[src/design/postfix_expression_evaluator_unit_defines.svh]
// Assertion macros shared by the evaluator RTL.
`ifndef POSTFIX_EXPRESSION_EVALUATOR_UNIT_DEFINES_SVH
`define POSTFIX_EXPRESSION_EVALUATOR_UNIT_DEFINES_SVH

// Condition must hold at every edge out of reset.
`define PFX_ASSERT_ALWAYS(label, cond, msg) \
   label: assert property (@(posedge clock) disable iff (reset) (cond)) \
      else $error(msg);

// Same-cycle implication.
`define PFX_ASSERT_IMPL(label, ante, cons, msg) \
   label: assert property (@(posedge clock) disable iff (reset) (ante) |-> (cons)) \
      else $error(msg);

// Next-cycle implication.
`define PFX_ASSERT_NEXT(label, ante, cons, msg) \
   label: assert property (@(posedge clock) disable iff (reset) (ante) |=> (cons)) \
      else $error(msg);

`endif

[src/design/pfx_eval_pkg.sv]
// Constants, widths and helpers for the postfix evaluator.
package pfx_eval_pkg;

   localparam int DATA_W = 48;
   localparam int HALF_W = DATA_W / 2;
   localparam int PROD_W = 2 * DATA_W;

   localparam logic [DATA_W-1:0] POS_MAX = {1'b0, {(DATA_W-1){1'b1}}};
   localparam logic [DATA_W-1:0] NEG_MIN = {1'b1, {(DATA_W-1){1'b0}}};

   localparam logic [7:0] CH_SPACE = 8'h20;
   localparam logic [7:0] CH_PLUS  = 8'h2B;
   localparam logic [7:0] CH_MINUS = 8'h2D;
   localparam logic [7:0] CH_STAR  = 8'h2A;
   localparam logic [7:0] CH_SLASH = 8'h2F;
   localparam logic [7:0] CH_ZERO  = 8'h30;
   localparam logic [7:0] CH_NINE  = 8'h39;

   // magnitude of a two's complement word; the most negative value maps to 2^47
   function automatic logic [DATA_W-1:0] fx_mag(input logic signed [DATA_W-1:0] v);
      logic [DATA_W-1:0] r;
      r = v[DATA_W-1] ? DATA_W'(-v) : DATA_W'(v);
      return r;
   endfunction

endpackage

[src/design/postfix_expression_evaluator_unit.sv]
// Postfix (RPN) evaluator: byte-serial tokeniser, RAM operand stack, Q fixed-point ALU.
//
//  channel | dir | handshake            | payload
//  --------+-----+----------------------+------------------------------------
//  req     | in  | req_valid/req_stall  | req_ch[7:0], req_last
//  rsp     | out | rsp_valid/rsp_stall  | rsp_value[47:0] signed, rsp_error
//
// States per request (accept to ready again):
//   space, digit, skipped char : S_IDLE, S_EXEC, S_END
//   + or -                     : adds S_RD1, S_RD2, S_CALC, S_WB (two stack RAM reads, one write)
//   *                          : adds S_MUL loop (four 24x24 partial products, pipelined), S_SAT
//   /                          : adds S_DIV loop (restoring divider, 1 quotient bit/cycle), S_SAT
// The divider loop sets the worst case. Reset is synchronous and clears the
// control state only; the stack RAM is only read below the fill count, so it
// needs no clearing pass. A request marked last waits in its final state while
// rsp holds an untaken result; other requests proceed under a stalled rsp.
module postfix_expression_evaluator_unit #(
   parameter int STACK_DEPTH = 16,
   parameter int FRAC_BITS   = 16
) (
   input  logic                                    clock,
   input  logic                                    reset,
   input  logic                                    req_valid,
   output logic                                    req_stall,
   input  logic [7:0]                              req_ch,
   input  logic                                    req_last,
   output logic                                    rsp_valid,
   input  logic                                    rsp_stall,
   output logic signed [pfx_eval_pkg::DATA_W-1:0]  rsp_value,
   output logic                                    rsp_error
);
   import pfx_eval_pkg::*;

   localparam int AW     = $clog2(STACK_DEPTH);
   localparam int CW     = $clog2(STACK_DEPTH + 1);
   localparam int ACC_W  = DATA_W - 1 - FRAC_BITS;   // integer part of a literal
   localparam int DW     = DATA_W + FRAC_BITS;       // dividend / quotient width
   localparam int STEP_W = $clog2(DW + 1);

   typedef enum logic [3:0] {
      S_IDLE, S_EXEC, S_RD1, S_RD2, S_CALC, S_MUL, S_DIV, S_SAT, S_WB, S_END
   } state_type;

   state_type state_ff, state_in;

   // control
   logic [CW-1:0]     count_ff, count_in;
   logic              in_num_ff, in_num_in;
   logic              closed_ff, closed_in;
   logic              in_op_ff, in_op_in;
   logic              err_ff, err_in;
   logic              rsp_valid_ff, rsp_valid_in;
   logic signed [DATA_W-1:0] total_ff, total_in;
   logic [ACC_W-1:0]  acc_ff, acc_in;

   // payload
   logic [7:0]        ch_ff, ch_in;
   logic              last_ff, last_in;
   logic signed [DATA_W-1:0] op1_ff, op1_in;
   logic signed [DATA_W-1:0] op2_ff, op2_in;
   logic signed [DATA_W-1:0] res_ff, res_in;
   logic              neg_ff, neg_in;
   logic [DATA_W-1:0] ma_ff, ma_in;
   logic [DATA_W-1:0] mb_ff, mb_in;
   logic [PROD_W-1:0] wide_ff, wide_in;   // product accumulator / quotient shifter
   logic [DATA_W-1:0] pp_ff, pp_in;
   logic [1:0]        psel_ff, psel_in;
   logic [DATA_W-1:0] rem_ff, rem_in;
   logic [STEP_W-1:0] step_ff, step_in;
   logic signed [DATA_W-1:0] rsp_value_ff, rsp_value_in;
   logic              rsp_error_ff, rsp_error_in;

   // stack RAM
   logic              ram_we;
   logic [AW-1:0]     ram_waddr;
   logic [DATA_W-1:0] ram_wdata;
   logic [AW-1:0]     ram_raddr;
   logic [DATA_W-1:0] ram_rdata;

   pfx_eval_ram #(
      .WIDTH (DATA_W),
      .DEPTH (STACK_DEPTH)
   ) u_stack (
      .clock   (clock),
      .wr_en   (ram_we),
      .wr_addr (ram_waddr),
      .wr_data (ram_wdata),
      .rd_addr (ram_raddr),
      .rd_data (ram_rdata)
   );

   assign req_stall = (state_ff != S_IDLE);
   assign rsp_valid = rsp_valid_ff;
   assign rsp_value = rsp_value_ff;
   assign rsp_error = rsp_error_ff;

   always_comb begin
      logic              digit;
      logic [3:0]        dval;
      logic [ACC_W+3:0]  acc10;
      logic signed [DATA_W:0] sum;
      logic [6:0]        shamt;
      logic [DATA_W-1:0] remsh;
      logic              qb;
      logic [PROD_W-1:0] mag;
      logic [PROD_W-1:0] lim;
      logic [DATA_W-1:0] m48;
      logic              rsp_free;

      digit    = (ch_ff >= CH_ZERO) && (ch_ff <= CH_NINE);
      dval     = 4'(ch_ff - CH_ZERO);
      acc10    = ({4'b0, acc_ff} << 3) + ({4'b0, acc_ff} << 1) + (ACC_W+4)'(dval);
      sum      = '0;
      shamt    = '0;
      remsh    = '0;
      qb       = 1'b0;
      mag      = '0;
      lim      = '0;
      m48      = '0;
      rsp_free = !rsp_valid_ff || !rsp_stall;

      state_in     = state_ff;
      count_in     = count_ff;
      in_num_in    = in_num_ff;
      closed_in    = closed_ff;
      in_op_in     = in_op_ff;
      err_in       = err_ff;
      total_in     = total_ff;
      acc_in       = acc_ff;
      ch_in        = ch_ff;
      last_in      = last_ff;
      op1_in       = op1_ff;
      op2_in       = op2_ff;
      res_in       = res_ff;
      neg_in       = neg_ff;
      ma_in        = ma_ff;
      mb_in        = mb_ff;
      wide_in      = wide_ff;
      pp_in        = pp_ff;
      psel_in      = psel_ff;
      rem_in       = rem_ff;
      step_in      = step_ff;
      rsp_value_in = rsp_value_ff;
      rsp_error_in = rsp_error_ff;
      rsp_valid_in = rsp_valid_ff && rsp_stall;

      ram_we    = 1'b0;
      ram_waddr = '0;
      ram_wdata = '0;
      ram_raddr = '0;

      case (state_ff)
         S_IDLE: begin
            if (req_valid) begin
               ch_in    = req_ch;
               last_in  = req_last;
               state_in = S_EXEC;
            end
         end

         S_EXEC: begin
            state_in = S_END;
            if (ch_ff == CH_SPACE) begin
               // token end: push a pending literal
               if (in_num_ff) begin
                  if (count_ff < CW'(STACK_DEPTH)) begin
                     ram_we    = 1'b1;
                     ram_waddr = AW'(count_ff);
                     ram_wdata = DATA_W'(acc_ff) << FRAC_BITS;
                     count_in  = count_ff + CW'(1);
                  end else begin
                     err_in = 1'b1;
                  end
               end
               in_num_in = 1'b0;
               closed_in = 1'b0;
               in_op_in  = 1'b0;
               acc_in    = '0;
            end else if (in_num_ff) begin
               if (digit && !closed_ff) begin
                  if (acc10[ACC_W+3:ACC_W] != 4'd0) begin
                     acc_in = '1;
                     err_in = 1'b1;
                  end else begin
                     acc_in = acc10[ACC_W-1:0];
                  end
               end else begin
                  closed_in = 1'b1;
               end
            end else if (!in_op_ff) begin
               if (digit) begin
                  in_num_in = 1'b1;
                  closed_in = 1'b0;
                  acc_in    = ACC_W'(dval);
               end else begin
                  in_op_in = 1'b1;
                  if (count_ff < CW'(2)) begin
                     err_in = 1'b1;
                  end else begin
                     ram_raddr = AW'(count_ff - CW'(1));
                     state_in  = S_RD1;
                  end
               end
            end
         end

         S_RD1: begin
            op1_in    = ram_rdata;
            ram_raddr = AW'(count_ff - CW'(2));
            state_in  = S_RD2;
         end

         S_RD2: begin
            op2_in   = ram_rdata;
            count_in = count_ff - CW'(2);
            state_in = S_CALC;
         end

         S_CALC: begin
            case (ch_ff)
               CH_PLUS, CH_MINUS: begin
                  if (ch_ff == CH_PLUS) begin
                     sum = {op2_ff[DATA_W-1], op2_ff} + {op1_ff[DATA_W-1], op1_ff};
                  end else begin
                     sum = {op2_ff[DATA_W-1], op2_ff} - {op1_ff[DATA_W-1], op1_ff};
                  end
                  if (sum[DATA_W] != sum[DATA_W-1]) begin
                     res_in = sum[DATA_W] ? NEG_MIN : POS_MAX;
                     err_in = 1'b1;
                  end else begin
                     res_in = sum[DATA_W-1:0];
                  end
                  state_in = S_WB;
               end
               CH_STAR: begin
                  neg_in   = op2_ff[DATA_W-1] ^ op1_ff[DATA_W-1];
                  ma_in    = fx_mag(op2_ff);
                  mb_in    = fx_mag(op1_ff);
                  wide_in  = '0;
                  step_in  = '0;
                  state_in = S_MUL;
               end
               CH_SLASH: begin
                  if (op1_ff == '0) begin
                     err_in = 1'b1;
                     if (op2_ff == '0) begin
                        res_in = '0;
                     end else begin
                        res_in = op2_ff[DATA_W-1] ? NEG_MIN : POS_MAX;
                     end
                     state_in = S_WB;
                  end else begin
                     neg_in   = op2_ff[DATA_W-1] ^ op1_ff[DATA_W-1];
                     mb_in    = fx_mag(op1_ff);
                     wide_in  = PROD_W'(fx_mag(op2_ff)) << FRAC_BITS;
                     rem_in   = '0;
                     step_in  = STEP_W'(DW);
                     state_in = S_DIV;
                  end
               end
               default: begin
                  // non-arithmetic token: operands dropped, nothing pushed
                  state_in = S_END;
               end
            endcase
         end

         S_MUL: begin
            // issue partial product k, accumulate product k-1
            if (step_ff < STEP_W'(4)) begin
               pp_in   = (step_ff[1] ? ma_ff[DATA_W-1:HALF_W] : ma_ff[HALF_W-1:0])
                       * (step_ff[0] ? mb_ff[DATA_W-1:HALF_W] : mb_ff[HALF_W-1:0]);
               psel_in = step_ff[1:0];
            end
            if (step_ff != '0) begin
               case (psel_ff)
                  2'b00:   shamt = 7'd0;
                  2'b11:   shamt = 7'(2 * HALF_W);
                  default: shamt = 7'(HALF_W);
               endcase
               wide_in = wide_ff + (PROD_W'(pp_ff) << shamt);
            end
            step_in = step_ff + STEP_W'(1);
            if (step_ff == STEP_W'(4)) begin
               state_in = S_SAT;
            end
         end

         S_DIV: begin
            remsh = {rem_ff[DATA_W-2:0], wide_ff[DW-1]};
            if (remsh >= mb_ff) begin
               rem_in = remsh - mb_ff;
               qb     = 1'b1;
            end else begin
               rem_in = remsh;
            end
            wide_in = PROD_W'({wide_ff[DW-2:0], qb});
            step_in = step_ff - STEP_W'(1);
            if (step_ff == STEP_W'(1)) begin
               state_in = S_SAT;
            end
         end

         S_SAT: begin
            mag = (ch_ff == CH_STAR) ? (wide_ff >> FRAC_BITS) : wide_ff;
            lim = neg_ff ? PROD_W'(NEG_MIN) : PROD_W'(POS_MAX);
            if (mag > lim) begin
               m48    = lim[DATA_W-1:0];
               err_in = 1'b1;
            end else begin
               m48 = mag[DATA_W-1:0];
            end
            res_in   = neg_ff ? DATA_W'(-m48) : m48;
            state_in = S_WB;
         end

         S_WB: begin
            // the two pops leave room, so this push never overflows
            ram_we    = 1'b1;
            ram_waddr = AW'(count_ff);
            ram_wdata = res_ff;
            count_in  = count_ff + CW'(1);
            total_in  = res_ff;
            state_in  = S_END;
         end

         S_END: begin
            if (!last_ff) begin
               state_in = S_IDLE;
            end else if (rsp_free) begin
               rsp_valid_in = 1'b1;
               rsp_value_in = total_ff;
               // a literal closed by the end of text overflows a full stack
               rsp_error_in = err_ff || (in_num_ff && (count_ff >= CW'(STACK_DEPTH)));
               count_in     = '0;
               total_in     = '0;
               err_in       = 1'b0;
               in_num_in    = 1'b0;
               closed_in    = 1'b0;
               in_op_in     = 1'b0;
               acc_in       = '0;
               state_in     = S_IDLE;
            end
         end

         default: begin
            state_in = S_IDLE;
         end
      endcase
   end

   always_ff @(posedge clock) begin
      if (reset) begin
         state_ff     <= S_IDLE;
         count_ff     <= '0;
         in_num_ff    <= 1'b0;
         closed_ff    <= 1'b0;
         in_op_ff     <= 1'b0;
         err_ff       <= 1'b0;
         total_ff     <= '0;
         acc_ff       <= '0;
         rsp_valid_ff <= 1'b0;
      end else begin
         state_ff     <= state_in;
         count_ff     <= count_in;
         in_num_ff    <= in_num_in;
         closed_ff    <= closed_in;
         in_op_ff     <= in_op_in;
         err_ff       <= err_in;
         total_ff     <= total_in;
         acc_ff       <= acc_in;
         rsp_valid_ff <= rsp_valid_in;
      end
      ch_ff        <= ch_in;
      last_ff      <= last_in;
      op1_ff       <= op1_in;
      op2_ff       <= op2_in;
      res_ff       <= res_in;
      neg_ff       <= neg_in;
      ma_ff        <= ma_in;
      mb_ff        <= mb_in;
      wide_ff      <= wide_in;
      pp_ff        <= pp_in;
      psel_ff      <= psel_in;
      rem_ff       <= rem_in;
      step_ff      <= step_in;
      rsp_value_ff <= rsp_value_in;
      rsp_error_ff <= rsp_error_in;
   end

`include "postfix_expression_evaluator_unit_defines.svh"

   `PFX_ASSERT_ALWAYS(a_count_bound, count_ff <= CW'(STACK_DEPTH), "stack count beyond depth")
   `PFX_ASSERT_ALWAYS(a_token_mode, !(in_num_ff && in_op_ff), "number and operator token at once")
   `PFX_ASSERT_IMPL(a_ram_write_src, ram_we, (state_ff == S_WB) || ((state_ff == S_EXEC) && (count_ff < CW'(STACK_DEPTH))), "stack write out of place")
   `PFX_ASSERT_NEXT(a_clear_after_result, (state_ff == S_END) && last_ff && (!rsp_valid_ff || !rsp_stall), (count_ff == '0) && !err_ff && (total_ff == '0) && rsp_valid_ff, "expression state not cleared after result")

endmodule

[src/design/pfx_eval_ram.sv]
// Generic single write port RAM with one registered read port.
module pfx_eval_ram #(
   parameter int WIDTH = 48,
   parameter int DEPTH = 16
) (
   input  logic                     clock,
   input  logic                     wr_en,
   input  logic [$clog2(DEPTH)-1:0] wr_addr,
   input  logic [WIDTH-1:0]         wr_data,
   input  logic [$clog2(DEPTH)-1:0] rd_addr,
   output logic [WIDTH-1:0]         rd_data
);

   logic [WIDTH-1:0] mem [DEPTH];
   logic [WIDTH-1:0] rd_data_ff;

   always_ff @(posedge clock) begin
      if (wr_en) begin
         mem[wr_addr] <= wr_data;
      end
      rd_data_ff <= mem[rd_addr];
   end

   assign rd_data = rd_data_ff;

endmodule

[config.mk]
export PLATFORM = sky130hd
export DESIGN_NAME = postfix_expression_evaluator_unit
export DESIGN_NICKNAME = d
export VERILOG_FILES = /design/src/design/pfx_eval_pkg.sv /design/src/design/postfix_expression_evaluator_unit.sv /design/src/design/pfx_eval_ram.sv
export VERILOG_INCLUDE_DIRS = /design/src /design/src/design
export SDC_FILE = /design/constraint.sdc
export NUM_CORES = 2
export LEC_CHECK = 0
export BUFFER_PORTS_ARGS = -buffer_cell sky130_fd_sc_hd__buf_2
export CAP_MARGIN = 20
export CELL_PAD_IN_SITES_DETAIL_PLACEMENT = 1
export CELL_PAD_IN_SITES_GLOBAL_PLACEMENT = 2
export CORE_ASPECT_RATIO = 0.75
export CORE_MARGIN = 3
export CORE_UTILIZATION = 45
export CTS_BUF_LIST = sky130_fd_sc_hd__clkbuf_4
export DETAILED_ROUTE_END_ITERATION = 8
export GPL_TIMING_DRIVEN = 0
export PLACE_DENSITY = 0.92
export SYNTH_ARGS = -nofsm -noshare
export SYNTH_HDL_FRONTEND = slang
export SYNTH_SLANG_ARGS = --single-unit
[constraint.sdc]
create_clock -name clock -period 18.9 [get_ports clock]
set_input_delay 1.89 -clock clock [delete_from_list [all_inputs] [get_ports clock]]
set_output_delay 1.89 -clock clock [all_outputs]
set_load 0.03 [all_outputs]
==> run summary <==
status -> finished, final reports clean
critical path type -> reg2reg
YS warnings -> 0
f_max -> 83.0 MHz
Final Critical Period -> 12.05 ns
Mapped Area -> 92700 um2
chip width -> 530 um
global-route wire length before repair -> 541 mm
layout cell share with drive strength beyond 1 -> 8.57%
Nets -> 10500
Top FF cell, synth -> edfxtp_1
TritonCTS Buffers -> 353
drt total wl -> 374 mm
Post-CTS Setup Inserts -> 0
Post-DP Area -> 97700 um2
max-cap viol count -> 0
Max-slew headroom -> 15.8%
post-synth cell types -> 88
Global Route Usage Sum -> 34.7%
Syn Nets -> 10000
gr ovfl total -> 0
# fillers -> 22700
Placer Congestion -> 1.01
Resize count post-CTS -> 0
number of iterations in the first detailed-routing pass -> 6
Post-synth EDFFs -> 1267
area leader, netlist -> edfxtp_1
Max Slew Vio Count -> 0
async set-or-reset flop fraction in the synthesized netlist -> 0%
CP peak stage delay -> 0.99 ns
Worst Max-Slew Pin Slew -> 1.25 ns
CTS tree -> yes
Overall Power -> 0.00871 W
area of the die -> 211000 um2
Final Cell Area -> 102000 um2
Clock Skews -> 0.179 ns
Pwr per Cell Area -> 85.1 nW/um2
# hold bufs at CTS -> 0
vias per cell -> 6.25
#FFs+latches synth -> 1408
synth cell count leaders -> 1267 x edfxtp_1, 1173 x nand2_1, 714 x inv_1
Clock Path Buffers -> 4
Cells after Synth -> 9022
FF+latch area -> 40900 um2
Yosys top cell area share -> 41.1%
crit start category -> flop
DRT iter0 DRCs -> 8632
clock root cell -> clkbuf_4
CTS Sinks -> 1408
fin util -> 50.2%
Core Box Area -> 204000 um2
initial antenna violation count -> 20
final hold viol count -> 0
number of global-route vias before repair -> 79900
Top Ports -> 64
most area-consuming cells after synthesis -> edfxtp_1 41%, fa_1 11%, ha_1 6.6%
P_leak -> 39.5 nW
count of input and output buffers -> 63
worst hold path class -> reg2reg
clk slew on worst S/H paths -> 0.07 ns
largest net degree at the start of global routing -> 33
Worst Path Arrival -> 12.94 ns
clock latency on the worst-skew pair -> 1.28 ns
H-Tree Depth -> 5
Reg2Reg Depth -> 29
Critical Path Fanout Max -> 10
initial core utilization -> 45.5%
FP Rows -> 143
Mean Syn Cell Area -> 10.3 um2
critical path's slowest cell -> o41ai_1
DRT antenna net count -> 0
sequential fraction of the synthesis area -> 44.1%
period utilization -> 63.7%
endpoints failing setup -> 0
most numerous cell on the critical path -> fa_1
hold depth -> 0
dpl hpwl -> 290 mm
Multi-input gate area -> 47500 um2
Residual DRC -> 0
Avg WL per Cell -> 30.0 um
peak supply drop -> 0.0000968 V
area grow syn2layout -> 10.4%
Worst Setup End Kind -> flop
most common cell in the netlist -> edfxtp_1
worst endpoint required time -> 19.79 ns
RSZ-0062 raised after global routing -> no
height of the die -> 399 um
vias -> 78000
## per-layer routing
metal	vias up	part of all wire [%]	GRT usage (%)
li1	33300	-	-
met1	39700	40	46.6
met2	4220	45	54.7
met3	813	9.7	6.75
met4	10	5.0	15.2
met5	-	0.018	0
## flip-flops by register name, indices dropped and copies added (netlist names), 5 cells and up
name	count
ch_ff	8
total_ff	48
mb_ff	48
pp_ff	48
res_ff	48
acc_ff	31
u_stack.rd_data	48
count_ff	5
rem_ff	47
op2_ff	48
rsp_value	48
step_ff	7
op1_ff	48
u_stack.mem	768
wide_ff	96
ma_ff	48
## stage by stage
stage	setup WS [ns]	TNS [ns]	cells	hold slack, ns
2_1_floorplan	5.51	0	9022	0.404
3_3_place_gp	-4.69	-449.09	11800	0.413
3_5_place_dp	7.19	0	11800	0.417
4_1_cts	7.13	0	12500	0.421
5_1_grt	6.74	0	12500	0.438
6_report	6.85	0	12500	0.436
## where the power goes
group / total [W] / internal (W) / leakage (nW) / switching [W]
combinational: 0.00225 / 0.000664 / 24.4 / 0.00159
sequential: 0.00375 / 0.00363 / 12.4 / 0.000127
clock: 0.00270 / 0.00132 / 2.64 / 0.00138
## worst max-delay path, delay by kind of cell, from the launching register on
| kind | cells | cell delay [ns] |
|---|---|---|
| compound gates | 9 | 3.43 |
| xor+xnor | 1 | 0.12 |
| fa+ha+maj | 8 | 4.04 |
| buf+inv | 8 | 2.67 |
| flops | 1 | 0.63 |
| mux | 1 | 0.59 |
| simple gates | 2 | 0.24 |
## cell families (layout without fill, tap and decap cells)
| family | Yosys count | in the layout | synth area share [%] |
|---|---|---|---|
| compound gates | 2148 | 2148 | 15.1 |
| xor+xnor | 381 | 381 | 3.60 |
| fa+ha+maj | 975 | 975 | 17.1 |
| buf+inv | 1198 | 1965 | 4.89 |
| flops | 1408 | 1408 | 44.1 |
| mux | 164 | 164 | 1.83 |
| other cells | 0 | 12 | 0 |
| simple gates | 2748 | 2748 | 13.4 |
## cells in the final DEF (no fill, tap or decap), types with 73 or more instances in the layout
cell / count
a21o_1: 140
nand2_1: 1173
nand3_1: 139
and2_1: 236
a21oi_1: 538
nor2_1: 676
a311oi_1: 102
inv_1: 712
a22oi_1: 91
clkbuf_4: 518
fa_1: 487
dfxtp_1: 141
xnor2_1: 276
clkinv_1: 73
clkbuf_1: 452
a211oi_1: 282
buf_2: 76
ha_1: 488
nor3_1: 87
mux2i_1: 117
xor2_1: 105
a31oi_1: 126
edfxtp_1: 1267
o21ai_0: 405
## final cells by class
type                       instances  area share (%)
antenna                           12          0.0294
buffer                           482            1.80
clock buffer                     517            3.79
clock inverter                   104           0.570
inverter                         716            2.63
multi-input combinational       6416            46.5
sequential                      1408            40.0
tap                             2682            3.28
timing repair buffer             146            1.49
## final timing paths
path                          startpoint                    to  slack, ns
max                 step_ff[1]$_DFFE_PP_   pp_ff[47]$_DFFE_PP_       6.85
max reg2reg         step_ff[1]$_DFFE_PP_   pp_ff[47]$_DFFE_PP_       6.85
min reg2reg  u_stack.rd_data[34]$_DFF_P_  op2_ff[34]$_DFFE_PP_       0.44
min          u_stack.rd_data[34]$_DFF_P_  op2_ff[34]$_DFFE_PP_       0.44
No activity file was read; power rests on OpenSTA's default activity.
